$ cat src/rtl/lps_pkg.sv
// Types and constants for the line position and PD steering block.
`timescale 1ns / 1ps

package lps_pkg;

    localparam int SENSOR_W = 10;
    localparam int POS_W    = 11;
    localparam int SPEED_W  = 9;
    localparam int GAIN_W   = 12;
    localparam int NUM_W    = 22;
    localparam int DEN_W    = 12;
    localparam int CFG_IDX_W  = 3;
    localparam int CFG_DATA_W = 12;

    localparam int FULL_SCALE = 1000;
    localparam int CENTRE_POS = 1000;
    localparam int MAX_POS    = 2000;
    localparam int DIV_STEPS  = POS_W;

    // Configuration register indexes
    localparam logic [CFG_IDX_W-1:0] CFG_MAX_SPEED        = 3'd0;
    localparam logic [CFG_IDX_W-1:0] CFG_KP_GAIN          = 3'd1;
    localparam logic [CFG_IDX_W-1:0] CFG_KD_GAIN          = 3'd2;
    localparam logic [CFG_IDX_W-1:0] CFG_NOISE_THRESHOLD  = 3'd3;
    localparam logic [CFG_IDX_W-1:0] CFG_LINE_THRESHOLD   = 3'd4;
    localparam logic [CFG_IDX_W-1:0] CFG_MARKER_THRESHOLD = 3'd5;

    typedef struct packed {
        logic [SENSOR_W-1:0] curve_sensor;
        logic [SENSOR_W-1:0] left_line_sensor;
        logic [SENSOR_W-1:0] centre_line_sensor;
        logic [SENSOR_W-1:0] right_line_sensor;
        logic [SENSOR_W-1:0] finish_sensor;
    } t_in_item;

    typedef struct packed {
        logic [POS_W-1:0]   line_position;
        logic [SPEED_W-1:0] left_speed;
        logic [SPEED_W-1:0] right_speed;
        logic               curve_marker;
        logic               finish_marker;
    } t_out_item;

    typedef struct packed {
        logic             start;
        logic [NUM_W-1:0] num;
        logic [DEN_W-1:0] den;
    } t_div_req;

    typedef struct packed {
        logic             done;
        logic [POS_W-1:0] quot;
    } t_div_rsp;

endpackage

$ cat src/rtl/line_position_pd_steering.sv
// Line position from three middle sensors, marker flags and PD wheel steering.
// A request passes through the states NUM, DEC, DIV, ERR, KP, KD and OUT; DIV is skipped
// when the line is lost or the centroid is empty, and OUT waits for a free output register.
// No new request is taken until the result is stored. The block uses the 11-step serial divider
// and the single shared 13x13 multiplier used for the centroid, kp and kd terms.
// Reset (synchronous, active low) restores register defaults and clears last position/previous error.
`timescale 1ns / 1ps

module line_position_pd_steering (
    input  logic                             i_clk,
    input  logic                             i_rst_n,
    input  logic                             i_in_valid,
    output logic                             o_in_stall,
    input  lps_pkg::t_in_item                i_in_data,
    output logic                             o_out_valid,
    input  logic                             i_out_stall,
    output lps_pkg::t_out_item               o_out_data,
    input  logic                             i_cfg_valid,
    output logic                             o_cfg_ready,
    input  logic [lps_pkg::CFG_IDX_W-1:0]    i_cfg_index,
    input  logic [lps_pkg::CFG_DATA_W-1:0]   i_cfg_data
);
    import lps_pkg::*;

    typedef enum logic [2:0] {
        S_IDLE, S_NUM, S_DEC, S_DIV, S_ERR, S_KP, S_KD, S_OUT
    } t_state;

    // Configuration registers
    logic [SPEED_W-1:0]  r_max_speed;
    logic [GAIN_W-1:0]   r_kp_gain;
    logic [GAIN_W-1:0]   r_kd_gain;
    logic [SENSOR_W-1:0] r_noise_thr;
    logic [SENSOR_W-1:0] r_line_thr;
    logic [SENSOR_W-1:0] r_marker_thr;

    // Sequencer and datapath
    t_state              r_state;
    logic [DEN_W-1:0]    r_wsum;
    logic [DEN_W-1:0]    r_den;
    logic [NUM_W-1:0]    r_num;
    logic                r_seen;
    logic                r_curve;
    logic                r_finish;
    logic [POS_W-1:0]    r_pos;
    logic [POS_W-1:0]    r_last_pos;
    logic signed [11:0]  r_prev_err;
    logic signed [10:0]  r_err;
    logic signed [11:0]  r_deriv;
    logic signed [25:0]  r_acc;
    logic                r_out_valid;
    t_out_item           r_out;

    logic [SENSOR_W-1:0] v_left, v_centre, v_right;
    logic [SENSOR_W-1:0] m_left, m_centre, m_right;
    logic [DEN_W-1:0]    n_den;
    logic [DEN_W-1:0]    n_wsum;
    logic                n_seen;
    logic [POS_W-1:0]    n_lost_pos;
    logic signed [11:0]  n_err;
    logic signed [11:0]  n_deriv;

    logic signed [12:0]  mul_a, mul_b;
    logic signed [25:0]  mul_p;

    logic signed [25:0]  acc_adj;
    logic signed [17:0]  pd_raw;
    logic signed [17:0]  ms_wide;
    logic signed [17:0]  pd_clamped;
    logic [SPEED_W-1:0]  n_left, n_right;
    logic                out_free;

    t_div_req            div_req;
    t_div_rsp            div_rsp;

    function automatic logic [SENSOR_W-1:0] invert_reading(input logic [SENSOR_W-1:0] r);
        logic [SENSOR_W-1:0] res;
        if (r > SENSOR_W'(FULL_SCALE)) begin
            res = '0;
        end else begin
            res = SENSOR_W'(FULL_SCALE) - r;
        end
        return res;
    endfunction

    // Input stage: invert, gate by noise threshold, form sums
    always_comb begin
        v_left   = invert_reading(i_in_data.left_line_sensor);
        v_centre = invert_reading(i_in_data.centre_line_sensor);
        v_right  = invert_reading(i_in_data.right_line_sensor);
        m_left   = (v_left   > r_noise_thr) ? v_left   : '0;
        m_centre = (v_centre > r_noise_thr) ? v_centre : '0;
        m_right  = (v_right  > r_noise_thr) ? v_right  : '0;
        n_den    = DEN_W'(m_left) + DEN_W'(m_centre) + DEN_W'(m_right);
        n_wsum   = DEN_W'(m_centre) + {1'b0, m_right, 1'b0};
        n_seen   = (v_left > r_line_thr) || (v_centre > r_line_thr)
                   || (v_right > r_line_thr);
    end

    assign n_lost_pos = (r_last_pos < POS_W'(CENTRE_POS)) ? '0 : POS_W'(MAX_POS);
    assign n_err      = 12'(CENTRE_POS) - signed'({1'b0, r_pos});
    assign n_deriv    = n_err - r_prev_err;

    // Shared multiplier: centroid numerator, kp term, kd term
    always_comb begin
        case (r_state)
            S_NUM: begin
                mul_a = signed'({1'b0, r_wsum});
                mul_b = 13'(FULL_SCALE);
            end
            S_KP: begin
                mul_a = signed'({1'b0, r_kp_gain});
                mul_b = 13'(r_err);
            end
            S_KD: begin
                mul_a = signed'({1'b0, r_kd_gain});
                mul_b = 13'(r_deriv);
            end
            default: begin
                mul_a = '0;
                mul_b = '0;
            end
        endcase
    end

    assign mul_p = mul_a * mul_b;

    // Divide by 256 rounding toward zero, then clamp to +-max_speed
    always_comb begin
        acc_adj = r_acc + (r_acc[25] ? 26'sd255 : 26'sd0);
        pd_raw  = 18'(acc_adj >>> 8);
        ms_wide = signed'({9'b0, r_max_speed});
        if (pd_raw > ms_wide) begin
            pd_clamped = ms_wide;
        end else if (pd_raw < -ms_wide) begin
            pd_clamped = -ms_wide;
        end else begin
            pd_clamped = pd_raw;
        end
        if (pd_clamped > 18'sd0) begin
            n_left  = SPEED_W'(ms_wide - pd_clamped);
            n_right = r_max_speed;
        end else begin
            n_left  = r_max_speed;
            n_right = SPEED_W'(ms_wide + pd_clamped);
        end
    end

    assign out_free = !r_out_valid || !i_out_stall;

    assign div_req.start = (r_state == S_DEC) && r_seen && (r_den != '0);
    assign div_req.num   = r_num;
    assign div_req.den   = r_den;

    lps_divider u_div (
        .i_clk   (i_clk),
        .i_rst_n (i_rst_n),
        .i_req   (div_req),
        .o_rsp   (div_rsp)
    );

    // Configuration writes
    always_ff @(posedge i_clk) begin
        if (!i_rst_n) begin
            r_max_speed  <= 9'd180;
            r_kp_gain    <= 12'd115;
            r_kd_gain    <= 12'd1024;
            r_noise_thr  <= 10'd50;
            r_line_thr   <= 10'd200;
            r_marker_thr <= 10'd500;
        end else if (i_cfg_valid) begin
            case (i_cfg_index)
                CFG_MAX_SPEED:        r_max_speed  <= i_cfg_data[SPEED_W-1:0];
                CFG_KP_GAIN:          r_kp_gain    <= i_cfg_data[GAIN_W-1:0];
                CFG_KD_GAIN:          r_kd_gain    <= i_cfg_data[GAIN_W-1:0];
                CFG_NOISE_THRESHOLD:  r_noise_thr  <= i_cfg_data[SENSOR_W-1:0];
                CFG_LINE_THRESHOLD:   r_line_thr   <= i_cfg_data[SENSOR_W-1:0];
                CFG_MARKER_THRESHOLD: r_marker_thr <= i_cfg_data[SENSOR_W-1:0];
                default: ;
            endcase
        end
    end

    // Sequencer
    always_ff @(posedge i_clk) begin
        if (!i_rst_n) begin
            r_state     <= S_IDLE;
            r_last_pos  <= '0;
            r_prev_err  <= '0;
            r_out_valid <= 1'b0;
        end else begin
            if (r_out_valid && !i_out_stall && r_state != S_OUT) begin
                r_out_valid <= 1'b0;
            end
            case (r_state)
                S_IDLE: begin
                    if (i_in_valid) begin
                        r_wsum   <= n_wsum;
                        r_den    <= n_den;
                        r_seen   <= n_seen;
                        r_curve  <= (i_in_data.curve_sensor < r_marker_thr);
                        r_finish <= (i_in_data.finish_sensor < r_marker_thr);
                        r_state  <= S_NUM;
                    end
                end
                S_NUM: begin
                    r_num   <= mul_p[NUM_W-1:0];
                    r_state <= S_DEC;
                end
                S_DEC: begin
                    if (!r_seen) begin
                        r_pos   <= n_lost_pos;
                        r_state <= S_ERR;
                    end else if (r_den == '0) begin
                        r_pos   <= r_last_pos;
                        r_state <= S_ERR;
                    end else begin
                        r_state <= S_DIV;
                    end
                end
                S_DIV: begin
                    if (div_rsp.done) begin
                        r_pos      <= div_rsp.quot;
                        r_last_pos <= div_rsp.quot;
                        r_state    <= S_ERR;
                    end
                end
                S_ERR: begin
                    r_err      <= n_err[10:0];
                    r_deriv    <= n_deriv;
                    r_prev_err <= n_err;
                    r_state    <= S_KP;
                end
                S_KP: begin
                    r_acc   <= mul_p;
                    r_state <= S_KD;
                end
                S_KD: begin
                    r_acc   <= r_acc + mul_p;
                    r_state <= S_OUT;
                end
                S_OUT: begin
                    // hold until the output register is free
                    if (out_free) begin
                        r_out.line_position <= r_pos;
                        r_out.left_speed    <= n_left;
                        r_out.right_speed   <= n_right;
                        r_out.curve_marker  <= r_curve;
                        r_out.finish_marker <= r_finish;
                        r_out_valid         <= 1'b1;
                        r_state             <= S_IDLE;
                    end
                end
                default: r_state <= S_IDLE;
            endcase
        end
    end

    assign o_in_stall  = (r_state != S_IDLE);
    assign o_out_valid = r_out_valid;
    assign o_out_data  = r_out;
    assign o_cfg_ready = 1'b1;

endmodule

$ cat src/rtl/lps_divider.sv
// Serial restoring divider for the centroid, one quotient bit per cycle.
`timescale 1ns / 1ps

module lps_divider (
    input  logic              i_clk,
    input  logic              i_rst_n,
    input  lps_pkg::t_div_req i_req,
    output lps_pkg::t_div_rsp o_rsp
);
    import lps_pkg::*;

    logic                 r_busy;
    logic                 r_done;
    logic [3:0]           r_cnt;
    logic [DEN_W-1:0]     r_rem;
    logic [DEN_W-1:0]     r_den;
    logic [POS_W-1:0]     r_quot;

    logic [DEN_W:0]       trial;
    logic [DEN_W:0]       diff;
    logic                 q_bit;
    logic [DEN_W-1:0]     n_rem;

    // Quotient fits in POS_W bits, so the upper numerator bits sit below den.
    assign trial = {r_rem, r_quot[POS_W-1]};
    assign diff  = trial - {1'b0, r_den};
    assign q_bit = (trial >= {1'b0, r_den});
    assign n_rem = q_bit ? diff[DEN_W-1:0] : trial[DEN_W-1:0];

    always_ff @(posedge i_clk) begin
        if (!i_rst_n) begin
            r_busy <= 1'b0;
            r_done <= 1'b0;
            r_cnt  <= '0;
        end else begin
            r_done <= r_busy && !i_req.start && (r_cnt == 4'(DIV_STEPS - 1));
            if (i_req.start) begin
                r_busy <= 1'b1;
                r_cnt  <= '0;
                r_rem  <= {1'b0, i_req.num[NUM_W-1:POS_W]};
                r_quot <= i_req.num[POS_W-1:0];
                r_den  <= i_req.den;
            end else if (r_busy) begin
                r_rem  <= n_rem;
                r_quot <= {r_quot[POS_W-2:0], q_bit};
                r_cnt  <= r_cnt + 4'd1;
                if (r_cnt == 4'(DIV_STEPS - 1)) begin
                    r_busy <= 1'b0;
                end
            end
        end
    end

    assign o_rsp.done = r_done;
    assign o_rsp.quot = r_quot;

endmodule

$ cat config.mk
export PLATFORM = sky130hd
export DESIGN_NAME = line_position_pd_steering
export DESIGN_NICKNAME = d
export VERILOG_FILES = /design/src/rtl/lps_pkg.sv /design/src/rtl/line_position_pd_steering.sv /design/src/rtl/lps_divider.sv
export SDC_FILE = /design/constraint.sdc
export NUM_CORES = 1
export LEC_CHECK = 0
export ABC_AREA = 1
export BUFFER_PORTS_ARGS = -buffer_cell sky130_fd_sc_hd__buf_2
export CORE_UTILIZATION = 35
export DETAILED_ROUTE_END_ITERATION = 10
export GPL_TIMING_DRIVEN = 0
export PLACE_DENSITY_LB_ADDON = 0.12
export SETUP_SLACK_MARGIN = 0.02
export SLEW_MARGIN = 10
export SYNTH_ARGS = -nofsm -noshare
export SYNTH_HDL_FRONTEND = slang
export SYNTH_HIERARCHICAL = 1
export SYNTH_SLANG_ARGS = --single-unit
$ cat constraint.sdc
create_clock -name i_clk -period 7.8 [get_ports i_clk]
set_clock_uncertainty 0.05 [all_clocks]
set_input_delay 1.56 -clock i_clk [delete_from_list [all_inputs] [get_ports i_clk]]
set_output_delay 1.56 -clock i_clk [all_outputs]
set_load 0.005 [all_outputs]
==> results of run 1 <==
==> routing by layer <==
metal	GRT usage, %	up-vias
li1	-	10490
met1	28.58	10230
met2	37.72	515
met3	2.218	123
met4	6.648	0
met5	0	-
==> through the flow <==
stage / std cells / setup TNS, ps / total power [W] / util, % / instance area (um^2)
final: 4265 / -165.4 / 0.007689 / 42.66 / 29360
after global placement: 4107 / -28830 / 0.005207 / 38.04 / 26180
after detailed placement: 4114 / -29270 / 0.005246 / 38.19 / 26280
after global routing: 4265 / -2256 / 0.008235 / 42.66 / 29360
after CTS: 4256 / -65.71 / 0.007656 / 42.44 / 29210
after floorplan: 3074 / 0 / 0.004216 / - / 24510
==> layout make-up <==
type                       count  area (um^2)
sequential                   271         7186
clock inverter                17        259.0
buffer                        53        360.3
multi-input combinational   2196        15950
tap                          931         1165
clock buffer                  44        919.6
timing repair buffer         200         1398
fill                        6988        39470
inverter                     553         2126
==> power breakdown <==
| group | internal, W | switching (W) | total [W] | leakage (nW) |
|---|---|---|---|---|
| logic | 0.00158 | 0.00247 | 0.00405 | 11.1 |
| registers | 0.00184 | 0.000100 | 0.00194 | 2.38 |
| clock network | 0.00104 | 0.000651 | 0.00169 | 0.561 |
==> cells in the final DEF (no fill, tap or decap), types with 9 or more instances in the layout <==
| cell | instances |
|---|---|
| clkbuf_16 | 37 |
| clkbuf_1 | 38 |
| inv_2 | 10 |
| xor2_1 | 60 |
| a21oi_1 | 180 |
| nand2_1 | 639 |
| nor3_1 | 32 |
| dfxtp_1 | 93 |
| o31ai_1 | 9 |
| o211ai_1 | 18 |
| ha_1 | 271 |
| nand2_2 | 22 |
| o21ai_0 | 147 |
| buf_12 | 9 |
| nand3_1 | 128 |
| inv_1 | 525 |
| buf_2 | 106 |
| or2_2 | 10 |
| nand3_2 | 11 |
| ha_4 | 24 |
| fa_1 | 123 |
| nor2_2 | 18 |
| a21oi_2 | 12 |
| o21bai_1 | 14 |
| edfxtp_1 | 175 |
| buf_4 | 86 |
| xnor2_1 | 28 |
| nand4_1 | 37 |
| nor2_1 | 255 |
| nor2_4 | 9 |
==> what timing repair did <==
| item | in CTS | in global routing |
|---|---|---|
| pin swaps | 57 | 14 |
| setup endpoints to repair | 25 | 11 |
| cloned | 1 | 0 |
| hold buffers | 0 | 0 |
| gates resized for setup | 198 | 17 |
| buffers inserted | 81 | 9 |
==> how the worst max path moves through the flow <==
stage / end / slack, ps / cells past startpoint / startpoint
finish: r_acc[20]$_DFFE_PP_ / -60 / 40 / r_state[0]$_SDFFE_PN0P_
global route: r_acc[20]$_DFFE_PP_ / -360 / 41 / r_state[0]$_SDFFE_PN0P_
CTS: r_acc[20]$_DFFE_PP_ / -20 / 37 / r_state[2]$_SDFFE_PN0P_
detailed placement: r_acc[25]$_DFFE_PP_ / -2340 / 33 / r_state[1]$_SDFFE_PN0P_
global placement: r_acc[25]$_DFFE_PP_ / -2310 / 33 / r_state[1]$_SDFFE_PN0P_
floorplan: r_acc[22]$_DFFE_PP_ / 30 / 34 / r_state[2]$_SDFFE_PN0P_
==> kinds of logic after synthesis <==
logic type                 synth area share (%)
other                                   0.01534
and+or+nand+nor                           21.13
DFF                                       29.35
AOI/OAI and AO/OA                         10.68
buffers and inverters                     9.697
xor gates and xnor gates                  3.582
adders and majority gates                 25.54
==> critical path, delay by kind of cell (launching register included) <==
family | cells | cell delay (ps)
adders and majority gates | 8 | 3460
and+or+nand+nor | 9 | 760
DFF | 1 | 370
xor gates and xnor gates | 1 | 260
AOI/OAI and AO/OA | 8 | 1170
buffers and inverters | 14 | 1520
==> cell usage after synthesis, types with 3 or more instances <==
| master | number | area, um^2 |
|---|---|---|
| buf_4 | 4 | 30.03 |
| xor2_1 | 66 | 578.1 |
| a31o_2 | 3 | 26.28 |
| nand2_2 | 14 | 87.58 |
| nand2_4 | 6 | 67.56 |
| nand4_1 | 37 | 231.5 |
| ha_1 | 296 | 3704 |
| and2_1 | 7 | 43.79 |
| nand3_1 | 132 | 660.6 |
| inv_1 | 537 | 2016 |
| a221oi_1 | 13 | 113.9 |
| o211ai_1 | 18 | 135.1 |
| nor2_2 | 6 | 37.54 |
| nor2_4 | 5 | 56.30 |
| fa_1 | 127 | 2542 |
| and2_0 | 3 | 18.77 |
| o21bai_1 | 14 | 105.1 |
| dfxtp_1 | 96 | 1922 |
| xnor2_1 | 34 | 297.8 |
| or2_2 | 11 | 68.82 |
| clkbuf_1 | 38 | 142.6 |
| a31oi_1 | 7 | 43.79 |
| o21a_1 | 8 | 60.06 |
| inv_2 | 4 | 15.01 |
| nor2_1 | 271 | 1017 |
| a21oi_1 | 195 | 975.9 |
| o21ai_0 | 154 | 770.7 |
| edfxtp_1 | 175 | 5255 |
| nor4_1 | 12 | 75.07 |
| o2111ai_1 | 4 | 35.03 |
| a21boi_0 | 10 | 75.07 |
| buf_2 | 4 | 20.02 |
| nand3b_1 | 7 | 52.55 |
| clkinv_1 | 12 | 45.04 |
| o22ai_1 | 8 | 50.05 |
| a211oi_1 | 6 | 45.04 |
| nor3_1 | 35 | 175.2 |
| o31ai_1 | 9 | 67.56 |
| nand3_2 | 7 | 70.07 |
| nand2_1 | 649 | 2436 |
| a21o_1 | 8 | 60.06 |
| clkbuf_8 | 3 | 41.29 |
==> run_results.csv, run 1 <==
group,metric,value,unit
worst_hold_path,whs_endpoint,"o_out_data[0]$_DFFE_PP_",
sta,rsz0062_at_grt,"yes",
detailed_routing,drt-met1-wl,34.32,mm
grt,grt_pass1_wl,119.6,mm
sta,slew_headroom,11.78,%
place,place.detailed.hpwl,61.07,mm
sta,worst_slew_pin_slew,1311,ps
sta,holdWs,387.3,ps
synthesis,yosys_warnings,6,
final_layout,areaGrowthSynthToFinish,20.07,%
critical_path,arrival,8090,ps
clocking,cts.sinks,271,
detailed_routing,top_layer,"met4",
pwr,power_density,261.9,nW/um^2
critical_path,worstPathRequired,8030,ps
detailed_routing,viasPerCell,5.009,
grt,antenna_found_initial,4,
sta,fmax,127.3,MHz
critical_path,cp-end-kind,"flip-flop",
clocking,htree_levels,2,
synthesis,synth.avg_cell_area,7.955,um^2
outcome,status,"finished, violations left",
floorplanning,row_count,96,
critical_path,cp-start-kind,"flip-flop",
detailed_routing,ant_nets,0,
synthesis,syn_nets,3567,
floorplanning,fp.coreArea,68830,um^2
synthesis,synthCells,3074,
sta,layout_setup_ws,-55.13,ps
critical_path,timing.rr.end,"r_acc[20]$_DFFE_PP_",
grt,grt_max_degree,28,
clocking,clk_pin_slew_worst_paths,60,ps
sta,period_minus_slack,7855,ps
detailed_routing,wl_met2,36.89,mm
critical_path,crit_type,"flip-flop to flip-flop",
final_layout,final_layout_size_suffix_gt1_share,14.58,%
critical_path,crit_top_cell,"buf_4",
detailed_routing,num_vias,21360,
critical_path,crit_slowest_cell,"fa_2",
outcome,violations,"negative setup slack",
synthesis,ys_types,57,
detailed_routing,drc,0,
place,gp_congestion,0.8937,
pwr,peakVddDrop,0.1435,mV
synthesis,synth_seq_area_share,29.35,%
place,io_buffers,102,
synthesis,synthArstFlopShare,0,%
flow_run,cap_violations,0,
detailed_routing,drtPass1Iterations,5,
floorplanning,start_util,35.53,%
worst_hold_path,whs_path_depth,0,
detailed_routing,drt_iter0_markers,1232,
floorplanning,dieWidth,266.3,um
synthesis,synth_seq_cells,271,
floorplanning,io_pins,104,
grt,grt_overflow_total,0,
synthesis,yosys_most_used_dff,"edfxtp_1",
final_layout,largest_register_ffs,31,
floorplanning,dieHeight,266.3,um
detailed_routing,wl_per_cell,18.04,um
critical_path,path_max_fanout,6,
worst_hold_path,hp-class,"flip-flop to flip-flop",
detailed_routing,wirelength,76.93,mm
clocking,clock_latency,530,ps
clocking,cts_tree,"yes",
grt,grt_usage,21.83,%
sta,maxSlewViolCount,0,
synthesis,syn_area,24450,um^2
final_layout,antenna_cells,0,
floorplanning,dieArea,70920,um^2
critical_path,r2r-start,"r_state[0]$_SDFFE_PN0P_",
clocking,cts_buffers,34,
clocking,clk_path_buf_depth,3,
sta,fin_crit_sh,100.7,%
clocking,cts_root_buf,"clkbuf_16",
synthesis,synth_edf_count,175,
pwr,leakagePower,14.00,nW
critical_path,rrSetupSlack,-60,ps
critical_path,slowest_delay,540,ps
worst_hold_path,min_from,"r_finish$_DFFE_PP_",
sta,setup_viol,4,
sta,hold_viol,0,
final_layout,nNetsFinal,3802,
critical_path,r2r.worst_path.cells,40,
place,post-place-ws,-2337,ps
detailed_routing,wl_met3,3.498,mm
grt,grt_pass1_vias,21580,
Note: power is estimated with default switching activity, not from simulation.
==> inputs of run 2 (changes only) <==
--- a/config.mk
+++ b/config.mk
@@ -6,11 +6,13 @@
 export NUM_CORES = 1
 export LEC_CHECK = 0
 export ABC_AREA = 1
+export ABC_CLOCK_PERIOD_IN_PS = 7800
 export BUFFER_PORTS_ARGS = -buffer_cell sky130_fd_sc_hd__buf_2
 export CORE_UTILIZATION = 35
 export DETAILED_ROUTE_END_ITERATION = 10
 export GPL_TIMING_DRIVEN = 0
-export PLACE_DENSITY_LB_ADDON = 0.12
+export HOLD_SLACK_MARGIN = 0.02
+export PLACE_DENSITY = 0.6
 export SETUP_SLACK_MARGIN = 0.02
 export SLEW_MARGIN = 10
 export SYNTH_ARGS = -nofsm -noshare
==> run_results.csv, run 2 (synthesized netlist as in run 1, its figures left out) <==
group,metric,value,unit
clocking,cts_tree,"yes",
grt,grt_pass1_vias,19760,
critical_path,crit_type,"flip-flop to flip-flop",
detailed_routing,wl_per_cell,16.02,um
place,gp_congestion,0.9164,
grt,antenna_found_initial,2,
final_layout,nNetsFinal,3796,
final_layout,areaGrowthSynthToFinish,19.13,%
floorplanning,dieArea,70920,um^2
pwr,leakagePower,13.92,nW
critical_path,r2r.worst_path.cells,37,
floorplanning,row_count,96,
detailed_routing,drt_iter0_markers,1348,
pwr,peakVddDrop,0.1515,mV
worst_hold_path,hp-class,"flip-flop to flip-flop",
critical_path,path_max_fanout,6,
critical_path,cp-start-kind,"flip-flop",
final_layout,final_layout_size_suffix_gt1_share,14.72,%
clocking,clock_latency,540,ps
critical_path,arrival,7960,ps
clocking,htree_levels,2,
final_layout,fin_cells,4259,
grt,grt_overflow_total,0,
clocking,holdBufCountCts,0,
clocking,clk_pin_slew_worst_paths,60,ps
floorplanning,dieWidth,266.3,um
sta,period_minus_slack,7728,ps
place,postPlaceCellArea,26280,um^2
grt,grt_max_degree,25,
critical_path,crit_top_cell,"fa_1",
sta,rsz0062_at_grt,"yes",
sta,slew_headroom,9.855,%
detailed_routing,viasPerCell,4.869,
sta,hold_viol,0,
flow_run,cap_violations,0,
floorplanning,start_util,35.53,%
final_layout,layout_commonest_cell,"nand2_1",
clocking,cts_buffers,34,
detailed_routing,drtPass1Iterations,5,
grt,grt_pass1_wl,106.3,mm
outcome,status,"finished clean",
critical_path,cp-end-kind,"flip-flop",
worst_hold_path,whs_path_depth,0,
sta,fmax,129.4,MHz
critical_path,slowest_delay,560,ps
detailed_routing,drc,0,
floorplanning,dieHeight,266.3,um
sta,maxSlewViolCount,0,
place,dp.cells,4115,
detailed_routing,wirelength,68.25,mm
sta,fin_crit_sh,99.08,%
clocking,clk_path_buf_depth,3,
final_layout,largest_register_ffs,31,
critical_path,cp.depth,37,
pwr,power_density,254.7,nW/um^2
sta,worst_slew_pin_slew,1340,ps
detailed_routing,num_vias,20740,
critical_path,crit_slowest_cell,"fa_1",
final_layout,most-common-layout-cells,"634 x nand2_1, 516 x inv_1, 272 x ha_1",
grt,grt_usage,19.16,%
place,place.detailed.hpwl,54.84,mm
final_layout,design_area,29130,um^2
critical_path,crit_buf_inv,8,
floorplanning,io_pins,104,
clocking,cts.sinks,271,
critical_path,critPathTopFamily,"adder cells",
floorplanning,fp.coreArea,68830,um^2
place,io_buffers,102,
final_layout,antenna_cells,0,
critical_path,worstPathRequired,8030,ps
clocking,cts_root_buf,"clkbuf_16",
sta,setup_viol,0,
detailed_routing,ant_nets,0,
==> run 2: cell types whose count changed in the layout (fill, tap and decap cells not counted), moves of 4 or more <==
cell / previous run / this run
inv_2: 10 / 19
nand2_1: 639 / 634
buf_6: 7 / 13
buf_12: 9 / 2
bufinv_16: 6 / 2
nand2_2: 22 / 26
buf_4: 86 / 82
inv_1: 525 / 516
nor2_2: 18 / 22
buf_8: 3 / 7
==> run 2: path summary, 6_finish.rpt <==
check / end / from / slack, ps
setup / recovery: r_acc[22]$_DFFE_PP_ / r_state[0]$_SDFFE_PN0P_ / 70
hold reg to reg: o_out_data[1]$_DFFE_PP_ / r_curve$_DFFE_PP_ / 370
setup reg to reg: r_acc[22]$_DFFE_PP_ / r_state[0]$_SDFFE_PN0P_ / 70
hold / removal: o_out_data[1]$_DFFE_PP_ / r_curve$_DFFE_PP_ / 370
==> run 2: cell type report <==
class | instances | area [um^2]
plain buffers | 52 | 356.6
clock buffers | 48 | 944.7
clock inverters | 13 | 133.9
fillers | 6913 | 39700
inverters | 553 | 2133
multi-input cells | 2196 | 15930
flip-flops and latches | 271 | 7186
well taps | 931 | 1165
repair buffers | 195 | 1282
==> run 2: layer usage <==
metal | vias to the layer above | share of wire (%) | GRT usage (%)
li1 | 10480 | - | -
met1 | 9658 | 46 | 25.89
met2 | 494 | 47 | 31.57
met3 | 109 | 4.9 | 2.421
met4 | 2 | 3.0 | 6.322
met5 | - | 0.012 | 0
==> run 2: repair_timing <==
action	4_1_cts	5_1_grt
endpoints found under the setup margin	22	11
buffers inserted	64	21
pin swaps	45	55
gates resized for setup	139	98
==> run 2: stage by stage <==
step,worst slack [ps],total power (W),hold slack (ps),util (%),setup TNS (ps)
after global placement,-1889,0.005095,355.6,38.04,-21440
after floorplan,34.76,0.004216,350.3,-,0
after CTS,-17.05,0.007140,368.7,41.45,-37.64
after detailed placement,-1836,0.005124,355.4,38.19,-20630
after global routing,-201.7,0.007943,373.1,42.32,-1001
final,72.00,0.007420,366.9,42.32,0
==> run 2: power breakdown <==
part	total (W)	switching (W)	internal, W
clock	0.00154	0.000626	0.000916
combinational	0.00393	0.00238	0.00155
sequential	0.00195	0.000101	0.00184
